--- src/hdl/kfc_pkg.sv ---
`timescale 1ns / 1ps

package kfc_pkg;

   // Field widths of the request and response words
   localparam int KEY_W      = 64;
   localparam int SLOT_W     = 4;
   localparam int COUNT_W    = 32;
   localparam int DISTINCT_W = 5;

   // Defaults for the top-level parameters
   localparam int TABLE_DEPTH_DEF = 16;
   localparam int KEY_BITS_DEF    = 64;

   localparam logic [COUNT_W-1:0] COUNT_MAX = {COUNT_W{1'b1}};

   typedef struct packed {
      logic [KEY_W-1:0] level_key;
      logic             end_of_log;
   } req_type;

   typedef struct packed {
      logic [SLOT_W-1:0]     slot_index;
      logic [COUNT_W-1:0]    slot_count;
      logic [DISTINCT_W-1:0] distinct_keys;
      logic [KEY_W-1:0]      mode_key;
      logic [COUNT_W-1:0]    mode_count;
      logic                  table_overflow;
   } rsp_type;

endpackage

--- src/hdl/kfc_ram.sv ---
`timescale 1ns / 1ps

module kfc_ram #(
   parameter int WIDTH = 8,
   parameter int DEPTH = 16,
   parameter int ADDR_W = (DEPTH > 1) ? $clog2(DEPTH) : 1
) (
   input  logic              clock,
   input  logic              wr_en,
   input  logic [ADDR_W-1:0] wr_addr,
   input  logic [WIDTH-1:0]  wr_data,
   input  logic              rd_en,
   input  logic [ADDR_W-1:0] rd_addr,
   output logic [WIDTH-1:0]  rd_data
);

   logic [WIDTH-1:0] mem_ff [DEPTH];
   logic [WIDTH-1:0] rd_data_ff;

   // Write port
   always_ff @(posedge clock) begin
      if (wr_en) begin
         mem_ff[wr_addr] <= wr_data;
      end
   end

   // Registered read port
   always_ff @(posedge clock) begin
      if (rd_en) begin
         rd_data_ff <= mem_ff[rd_addr];
      end
   end

   assign rd_data = rd_data_ff;

endmodule

--- src/hdl/key_frequency_counter_with_mode.sv ---
`timescale 1ns / 1ps

// Key frequency counter with running mode.
// Request channel (req_valid / req_stall / req_data) takes one word per log
// entry: a packed level key and an end-of-log flag. Response channel
// (rsp_valid / rsp_stall / rsp_data) returns one word per request: the slot
// holding the key, its count, the number of distinct keys, the running mode
// key and count, and the sticky table overflow flag.
// Keys and counts live in one RAM with a registered read port. Each
// request is handled alone; the table is scanned one slot per cycle through
// the single read port. The response register is loaded as the block
// returns to idle, where the next request can be taken; a stalled response
// holds the block in its response state until the receiver takes the word,
// then a new request is accepted.
// Reset clears the slot count, mode and overflow flag at once; RAM contents
// are never read before they are written. An end-of-log request clears the
// same state after its response is loaded.
module key_frequency_counter_with_mode #(
   parameter int TABLE_DEPTH = kfc_pkg::TABLE_DEPTH_DEF,
   parameter int KEY_BITS    = kfc_pkg::KEY_BITS_DEF
) (
   input  logic             clock,
   input  logic             reset,
   input  logic             req_valid,
   output logic             req_stall,
   input  kfc_pkg::req_type req_data,
   output logic             rsp_valid,
   input  logic             rsp_stall,
   output kfc_pkg::rsp_type rsp_data
);

   import kfc_pkg::*;

   localparam int IDX_W = (TABLE_DEPTH > 1) ? $clog2(TABLE_DEPTH) : 1;
   localparam int CNT_W = $clog2(TABLE_DEPTH + 1);
   localparam int ENT_W = KEY_BITS + COUNT_W;
   localparam logic [CNT_W-1:0] USED_FULL = CNT_W'(TABLE_DEPTH);

   typedef enum logic [1:0] {S_IDLE, S_SCAN, S_RESP} state_type;

   state_type            state_ff,     state_in;
   logic [KEY_BITS-1:0]  key_ff,       key_in;
   logic                 last_ff,      last_in;
   logic [CNT_W-1:0]     rd_ptr_ff,    rd_ptr_in;
   logic                 chk_valid_ff, chk_valid_in;
   logic [CNT_W-1:0]     chk_idx_ff,   chk_idx_in;
   logic [CNT_W-1:0]     used_ff,      used_in;
   logic [KEY_BITS-1:0]  best_key_ff,  best_key_in;
   logic [COUNT_W-1:0]   best_cnt_ff,  best_cnt_in;
   logic                 ovf_ff,       ovf_in;
   logic [IDX_W-1:0]     res_idx_ff,   res_idx_in;
   logic [COUNT_W-1:0]   res_cnt_ff,   res_cnt_in;
   logic                 rsp_valid_ff, rsp_valid_in;
   rsp_type              rsp_data_ff,  rsp_data_in;

   logic                 req_accept;
   logic                 issue_en;
   logic                 wr_en;
   logic [IDX_W-1:0]     wr_addr;
   logic [ENT_W-1:0]     wr_data;
   logic [ENT_W-1:0]     rd_data;
   logic [KEY_BITS-1:0]  rd_key;
   logic [COUNT_W-1:0]   rd_cnt;
   logic [COUNT_W-1:0]   inc_cnt;
   logic                 hit;
   logic                 scan_end;

   assign req_accept = req_valid && (state_ff == S_IDLE);
   assign req_stall  = (state_ff != S_IDLE);

   // Split the entry and form the saturating increment
   assign rd_key   = rd_data[KEY_BITS-1:0];
   assign rd_cnt   = rd_data[KEY_BITS +: COUNT_W];
   assign inc_cnt  = (rd_cnt == COUNT_MAX) ? rd_cnt : rd_cnt + COUNT_W'(1);
   assign hit      = chk_valid_ff && (rd_key == key_ff);
   assign scan_end = chk_valid_ff && (chk_idx_ff == used_ff - CNT_W'(1));
   assign issue_en = (state_ff == S_SCAN) && (rd_ptr_ff < used_ff);

   kfc_ram #(
      .WIDTH (ENT_W),
      .DEPTH (TABLE_DEPTH)
   ) u_ram (
      .clock   (clock),
      .wr_en   (wr_en),
      .wr_addr (wr_addr),
      .wr_data (wr_data),
      .rd_en   (issue_en),
      .rd_addr (rd_ptr_ff[IDX_W-1:0]),
      .rd_data (rd_data)
   );

   // Next-state logic: accept, scan with one read in flight, respond
   always_comb begin
      state_in     = state_ff;
      key_in       = key_ff;
      last_in      = last_ff;
      rd_ptr_in    = rd_ptr_ff;
      chk_valid_in = 1'b0;
      chk_idx_in   = chk_idx_ff;
      used_in      = used_ff;
      best_key_in  = best_key_ff;
      best_cnt_in  = best_cnt_ff;
      ovf_in       = ovf_ff;
      res_idx_in   = res_idx_ff;
      res_cnt_in   = res_cnt_ff;
      rsp_valid_in = rsp_valid_ff;
      rsp_data_in  = rsp_data_ff;
      wr_en        = 1'b0;
      wr_addr      = used_ff[IDX_W-1:0];
      wr_data      = {COUNT_W'(1), key_ff};

      // Drop the response word once taken
      if (rsp_valid_ff && !rsp_stall) begin
         rsp_valid_in = 1'b0;
      end

      case (state_ff)
         S_IDLE: begin
            if (req_accept) begin
               key_in    = req_data.level_key[KEY_BITS-1:0];
               last_in   = req_data.end_of_log;
               rd_ptr_in = '0;
               if (ovf_ff) begin
                  // Ignore the key while overflow is set
                  res_idx_in = '0;
                  res_cnt_in = '0;
                  state_in   = S_RESP;
               end else if (used_ff == '0) begin
                  // First key: store it and make it the mode
                  wr_en       = 1'b1;
                  wr_addr     = '0;
                  wr_data     = {COUNT_W'(1), req_data.level_key[KEY_BITS-1:0]};
                  used_in     = CNT_W'(1);
                  best_key_in = req_data.level_key[KEY_BITS-1:0];
                  best_cnt_in = COUNT_W'(1);
                  res_idx_in  = '0;
                  res_cnt_in  = COUNT_W'(1);
                  state_in    = S_RESP;
               end else begin
                  state_in = S_SCAN;
               end
            end
         end
         S_SCAN: begin
            // Issue the next read while the previous one is compared
            if (issue_en) begin
               rd_ptr_in = rd_ptr_ff + CNT_W'(1);
            end
            chk_valid_in = issue_en;
            chk_idx_in   = rd_ptr_ff;
            if (hit) begin
               wr_en      = 1'b1;
               wr_addr    = chk_idx_ff[IDX_W-1:0];
               wr_data    = {inc_cnt, key_ff};
               res_idx_in = chk_idx_ff[IDX_W-1:0];
               res_cnt_in = inc_cnt;
               if (inc_cnt > best_cnt_ff) begin
                  best_cnt_in = inc_cnt;
                  best_key_in = key_ff;
               end
               chk_valid_in = 1'b0;
               state_in     = S_RESP;
            end else if (scan_end) begin
               if (used_ff == USED_FULL) begin
                  // New key with no room left
                  ovf_in     = 1'b1;
                  res_idx_in = '0;
                  res_cnt_in = '0;
               end else begin
                  wr_en      = 1'b1;
                  res_idx_in = used_ff[IDX_W-1:0];
                  res_cnt_in = COUNT_W'(1);
                  used_in    = used_ff + CNT_W'(1);
               end
               chk_valid_in = 1'b0;
               state_in     = S_RESP;
            end
         end
         S_RESP: begin
            // Load the response once the output register is free
            if (!rsp_valid_ff || !rsp_stall) begin
               rsp_valid_in                = 1'b1;
               rsp_data_in.slot_index      = SLOT_W'(res_idx_ff);
               rsp_data_in.slot_count      = res_cnt_ff;
               rsp_data_in.distinct_keys   = DISTINCT_W'(used_ff);
               rsp_data_in.mode_key        = KEY_W'(best_key_ff);
               rsp_data_in.mode_count      = best_cnt_ff;
               rsp_data_in.table_overflow  = ovf_ff;
               if (last_ff) begin
                  used_in     = '0;
                  best_key_in = '0;
                  best_cnt_in = '0;
                  ovf_in      = 1'b0;
               end
               state_in = S_IDLE;
            end
         end
         default: begin
            state_in = S_IDLE;
         end
      endcase
   end

   // State and registered outputs
   always_ff @(posedge clock) begin
      if (reset) begin
         state_ff     <= S_IDLE;
         chk_valid_ff <= 1'b0;
         used_ff      <= '0;
         best_key_ff  <= '0;
         best_cnt_ff  <= '0;
         ovf_ff       <= 1'b0;
         rsp_valid_ff <= 1'b0;
      end else begin
         state_ff     <= state_in;
         chk_valid_ff <= chk_valid_in;
         used_ff      <= used_in;
         best_key_ff  <= best_key_in;
         best_cnt_ff  <= best_cnt_in;
         ovf_ff       <= ovf_in;
         rsp_valid_ff <= rsp_valid_in;
      end
      key_ff      <= key_in;
      last_ff     <= last_in;
      rd_ptr_ff   <= rd_ptr_in;
      chk_idx_ff  <= chk_idx_in;
      res_idx_ff  <= res_idx_in;
      res_cnt_ff  <= res_cnt_in;
      rsp_data_ff <= rsp_data_in;
   end

   assign rsp_valid = rsp_valid_ff;
   assign rsp_data  = rsp_data_ff;

endmodule

--- config.mk ---
export PLATFORM = sky130hd
export DESIGN_NAME = key_frequency_counter_with_mode
export DESIGN_NICKNAME = d
export VERILOG_FILES = /design/src/hdl/kfc_pkg.sv /design/src/hdl/kfc_ram.sv /design/src/hdl/key_frequency_counter_with_mode.sv
export SDC_FILE = /design/constraint.sdc
export NUM_CORES = 2
export LEC_CHECK = 0
export ABC_AREA = 1
export BUFFER_PORTS_ARGS = -buffer_cell sky130_fd_sc_hd__clkbuf_2
export CAP_MARGIN = 10
export CORE_ASPECT_RATIO = 1.1
export CORE_MARGIN = 5
export CORE_UTILIZATION = 34
export CTS_CLUSTER_SIZE = 14
export DETAILED_ROUTE_END_ITERATION = 12
export PLACE_DENSITY = 0.48
export SYNTH_ARGS = -nofsm -noshare
export SYNTH_HDL_FRONTEND = slang
export SYNTH_HIERARCHICAL = 1
export SYNTH_SLANG_ARGS = --single-unit
export TNS_END_PERCENT = 30
--- constraint.sdc ---
create_clock -name clock -period 18.9 [get_ports clock]
set_input_delay 1.89 -clock clock [delete_from_list [all_inputs] [get_ports clock]]
set_output_delay 1.89 -clock clock [all_outputs]
set_load 0.02 [all_outputs]
==> metrics.cfg <==
[outcome]
status = finished clean

[floorplan]
die_h_microns = 540
start_util = 0.342
rows = 194
top_level_ports = 209
chipWidth_microns = 492
design.core.area_sq_um = 254000
die_area_sq_um = 265000

[logic_synthesis]
syn_area_sq_um = 86800
ys.warnings.count = 6
synth_edf_count = 1881
yosysTopAreaCell = edfxtp_1
synth_seq_area_share = 0.676
async_flop_share = 0
synth_top_cell_area_share = 0.651
synth_top_flop_cell = edfxtp_1
synth.area.top_cells = edfxtp_1, nand2_1, nand3_1, inv_1, dfxtp_1
synthCells = 8488
synth-seq-cells = 1987
yosys.cell_types.count = 43
synth_area_per_cell_sq_um = 10.2
synth_nets = 8601

[pwr]
swShare = 0.393
p_sw_mw = 6.09
p_per_area_nw_per_um2 = 158
vdd_drop_max_v = 0.000167
finalPower_mw = 15.5
p_seq_frac = 0.383
pwr-share-comb = 0.349
p_clk_frac = 0.269
p_leak_nw = 41.1
internal_power_mw = 9.40

[timing]
hold_violations = 0
finalCriticalPeriod_ns = 6.10
slew_violations = 0
setup_tns_ns = 0
worst_pin_slew_ns = 1.30
slew_headroom = 0.129
max_freq_mhz = 164
fin_crit_sh = 0.323
setup_viol = 0
finClkSkew_ns = 0.0743
rsz0062_at_grt = no

[worst_hold_path]
hp-class = reg2reg

[placed_design]
numPortBuffers = 208
dpl.hpwl_microns = 161000
place_congestion = 0.902

[clock_network]
htree_levels = 4
root_buffer = clkbuf_16
cts_sinks = 1987
clk_latency_ns = 0.89
cts_buffer_depth = 3
numCtsBuffers = 211
clkSlewWorstSetupHoldPaths_ns = 0.06
cts_tree = done
post_cts_resized = 0
cts.hold.buffers_added = 0
post_cts_buffers = 0

[grt]
grt_max_degree = 174
grt-ovfl-total = 0
track_usage = 0.203
antenna_found_initial = 32
grt_pass1_wl_microns = 402000
grt_pass1_vias = 56800

[critical_path]
crit_fanout = 43
path_class = reg2reg
critPathRequiredTime_ns = 19.34
cp.arrival_ns = 6.54
startpoint_type = flip-flop
critPathCaptureType = flip-flop

[cells_and_area]
syn_to_final_growth_pct = 13.2
fill_cells = 24900
layout.nets = 8761
drive_above_1_share = 0.0837

[detailed_routing]
drt_first_pass_iters = 6
finalWirelength_microns = 276000
vias_per_cell = 4.88
drt_iter0_markers = 5354
detail-route-antenna-nets = 0
wl_per_cell_microns = 22.7
routed-via-count = 59500
route.detailed.drc = 0

[flow_run]
maxCapViolations = 0

-- final cells by class --
cell class              instances  area (sq um)  share of cell area
flip-flops and latches       1987         58600               0.597
clock inverters               117          1210              0.0123
inverters                    1456          5500              0.0560
multi-input cells            4625         20700               0.211
repair buffers                367          2330              0.0237
clock buffers                 275          5660              0.0577
well taps                    3332          4170              0.0424
diodes                         19          47.5            0.000484
-- cells in the final DEF, fill, tap and decap left out, types with 42 or more instances in the layout --
cell          n
edfxtp_1   1881
a21oi_1      73
inv_1      1434
ha_1         43
nand3_1    1207
nor2_1      338
dfxtp_1     106
buf_4       150
o22ai_1      42
nand2_1    2550
clkbuf_1     53
clkbuf_16   214
a22oi_1      64
nand4_1     142
clkbuf_2    208
-- routing by layer --
metal / vias up / track usage / wire (microns)
li1: 28100 / - / -
met1: 29000 / 0.273 / 119000
met2: 1931 / 0.329 / 129000
met3: 429 / 0.0347 / 17700
met4: 6 / 0.0772 / 10600
met5: - / 0 / 37
-- path summary, 6_finish.rpt --
kind / from / endpoint / slack [ns] / cells after the start
max: key_ff[52] / u_ram/mem_ff[11][12] / 12.80 / 14
min: res_cnt_ff[20] / rsp_data[122] / 0.41 / 0
max reg2reg: key_ff[52] / u_ram/mem_ff[11][12] / 12.80 / 14
min reg2reg: res_cnt_ff[20] / rsp_data[122] / 0.41 / 0
-- synthesized netlist by cell type, types with 16 or more instances --
cell	number
o22ai_1	58
buf_6	47
inv_2	16
a21oi_1	73
a22oi_1	64
nor3_1	36
nand3_1	1208
buf_1	32
o21ai_0	29
ha_1	44
xnor2_1	17
nand4_1	142
dfxtp_1	106
buf_2	174
nand2_1	2552
inv_1	1438
clkbuf_1	143
nor2_1	357
buf_4	23
edfxtp_1	1881
-- flip-flops by register name, indices dropped and copies added (netlist names) --
signal	flops
u_ram/mem_ff	1536
rsp_data	138
u_ram/rd_data	96
best_key_ff	64
key_ff	64
best_cnt_ff	32
res_cnt_ff	32
chk_idx_ff	5
rd_ptr_ff	5
used_ff	5
res_idx_ff	4
state_ff	2
chk_valid_ff	1
last_ff	1
ovf_ff	1
rsp_valid	1
-- power by group through the flow --
| stage | Clock [mW] | Combinational, mW | Sequential [mW] |
|---|---|---|---|
| 6_report | 4.16 | 5.40 | 5.93 |
| 3_5_place_dp | 0 | 5.42 | 6.02 |
| 5_1_grt | 4.44 | 5.89 | 5.97 |
| 3_3_place_gp | 0 | 5.41 | 6.01 |
| 2_1_floorplan | 0 | 3.28 | 6.10 |
| 4_1_cts | 4.25 | 5.44 | 5.93 |
-- cells by family after synthesis --
logic type	Yosys count	synth area share
XOR/XNOR	30	0.00303
AND/OR/NAND/NOR	4314	0.209
adder cells (fa/ha/maj)	44	0.00635
buffers and inverters	1876	0.0889
AO/OA/AOI/OAI	237	0.0167
flip-flops	1987	0.676
-- worst max-delay path: stages, from the launching register on --
cell,delay (ns)
edfxtp_1,0.42
xnor2_1,0.39
nand2_1,0.11
nor2_1,0.13
nand2_1,0.10
nor2_1,0.22
nand3_2,0.30
nand2_4,0.57
inv_1,0.17
nand2_1,0.12
o211ai_1,0.16
nand3b_1,0.44
nor2_4,0.77
buf_4,0.76
buf_4,0.83
-- stage by stage --
stage,hold slack [ns],utilization,cells,worst slack [ns],cell area [sq um]
final,0.405,0.387,12200,12.80,98200
after global routing,0.417,0.387,12200,12.25,98200
after CTS,0.410,0.386,12100,12.75,98100
after detailed placement,0.405,0.359,11800,12.54,91200
after global placement,0.403,0.359,11700,12.58,91200
after floorplan,0.400,-,8488,10.01,86800
(Power assumes the default switching activity.)
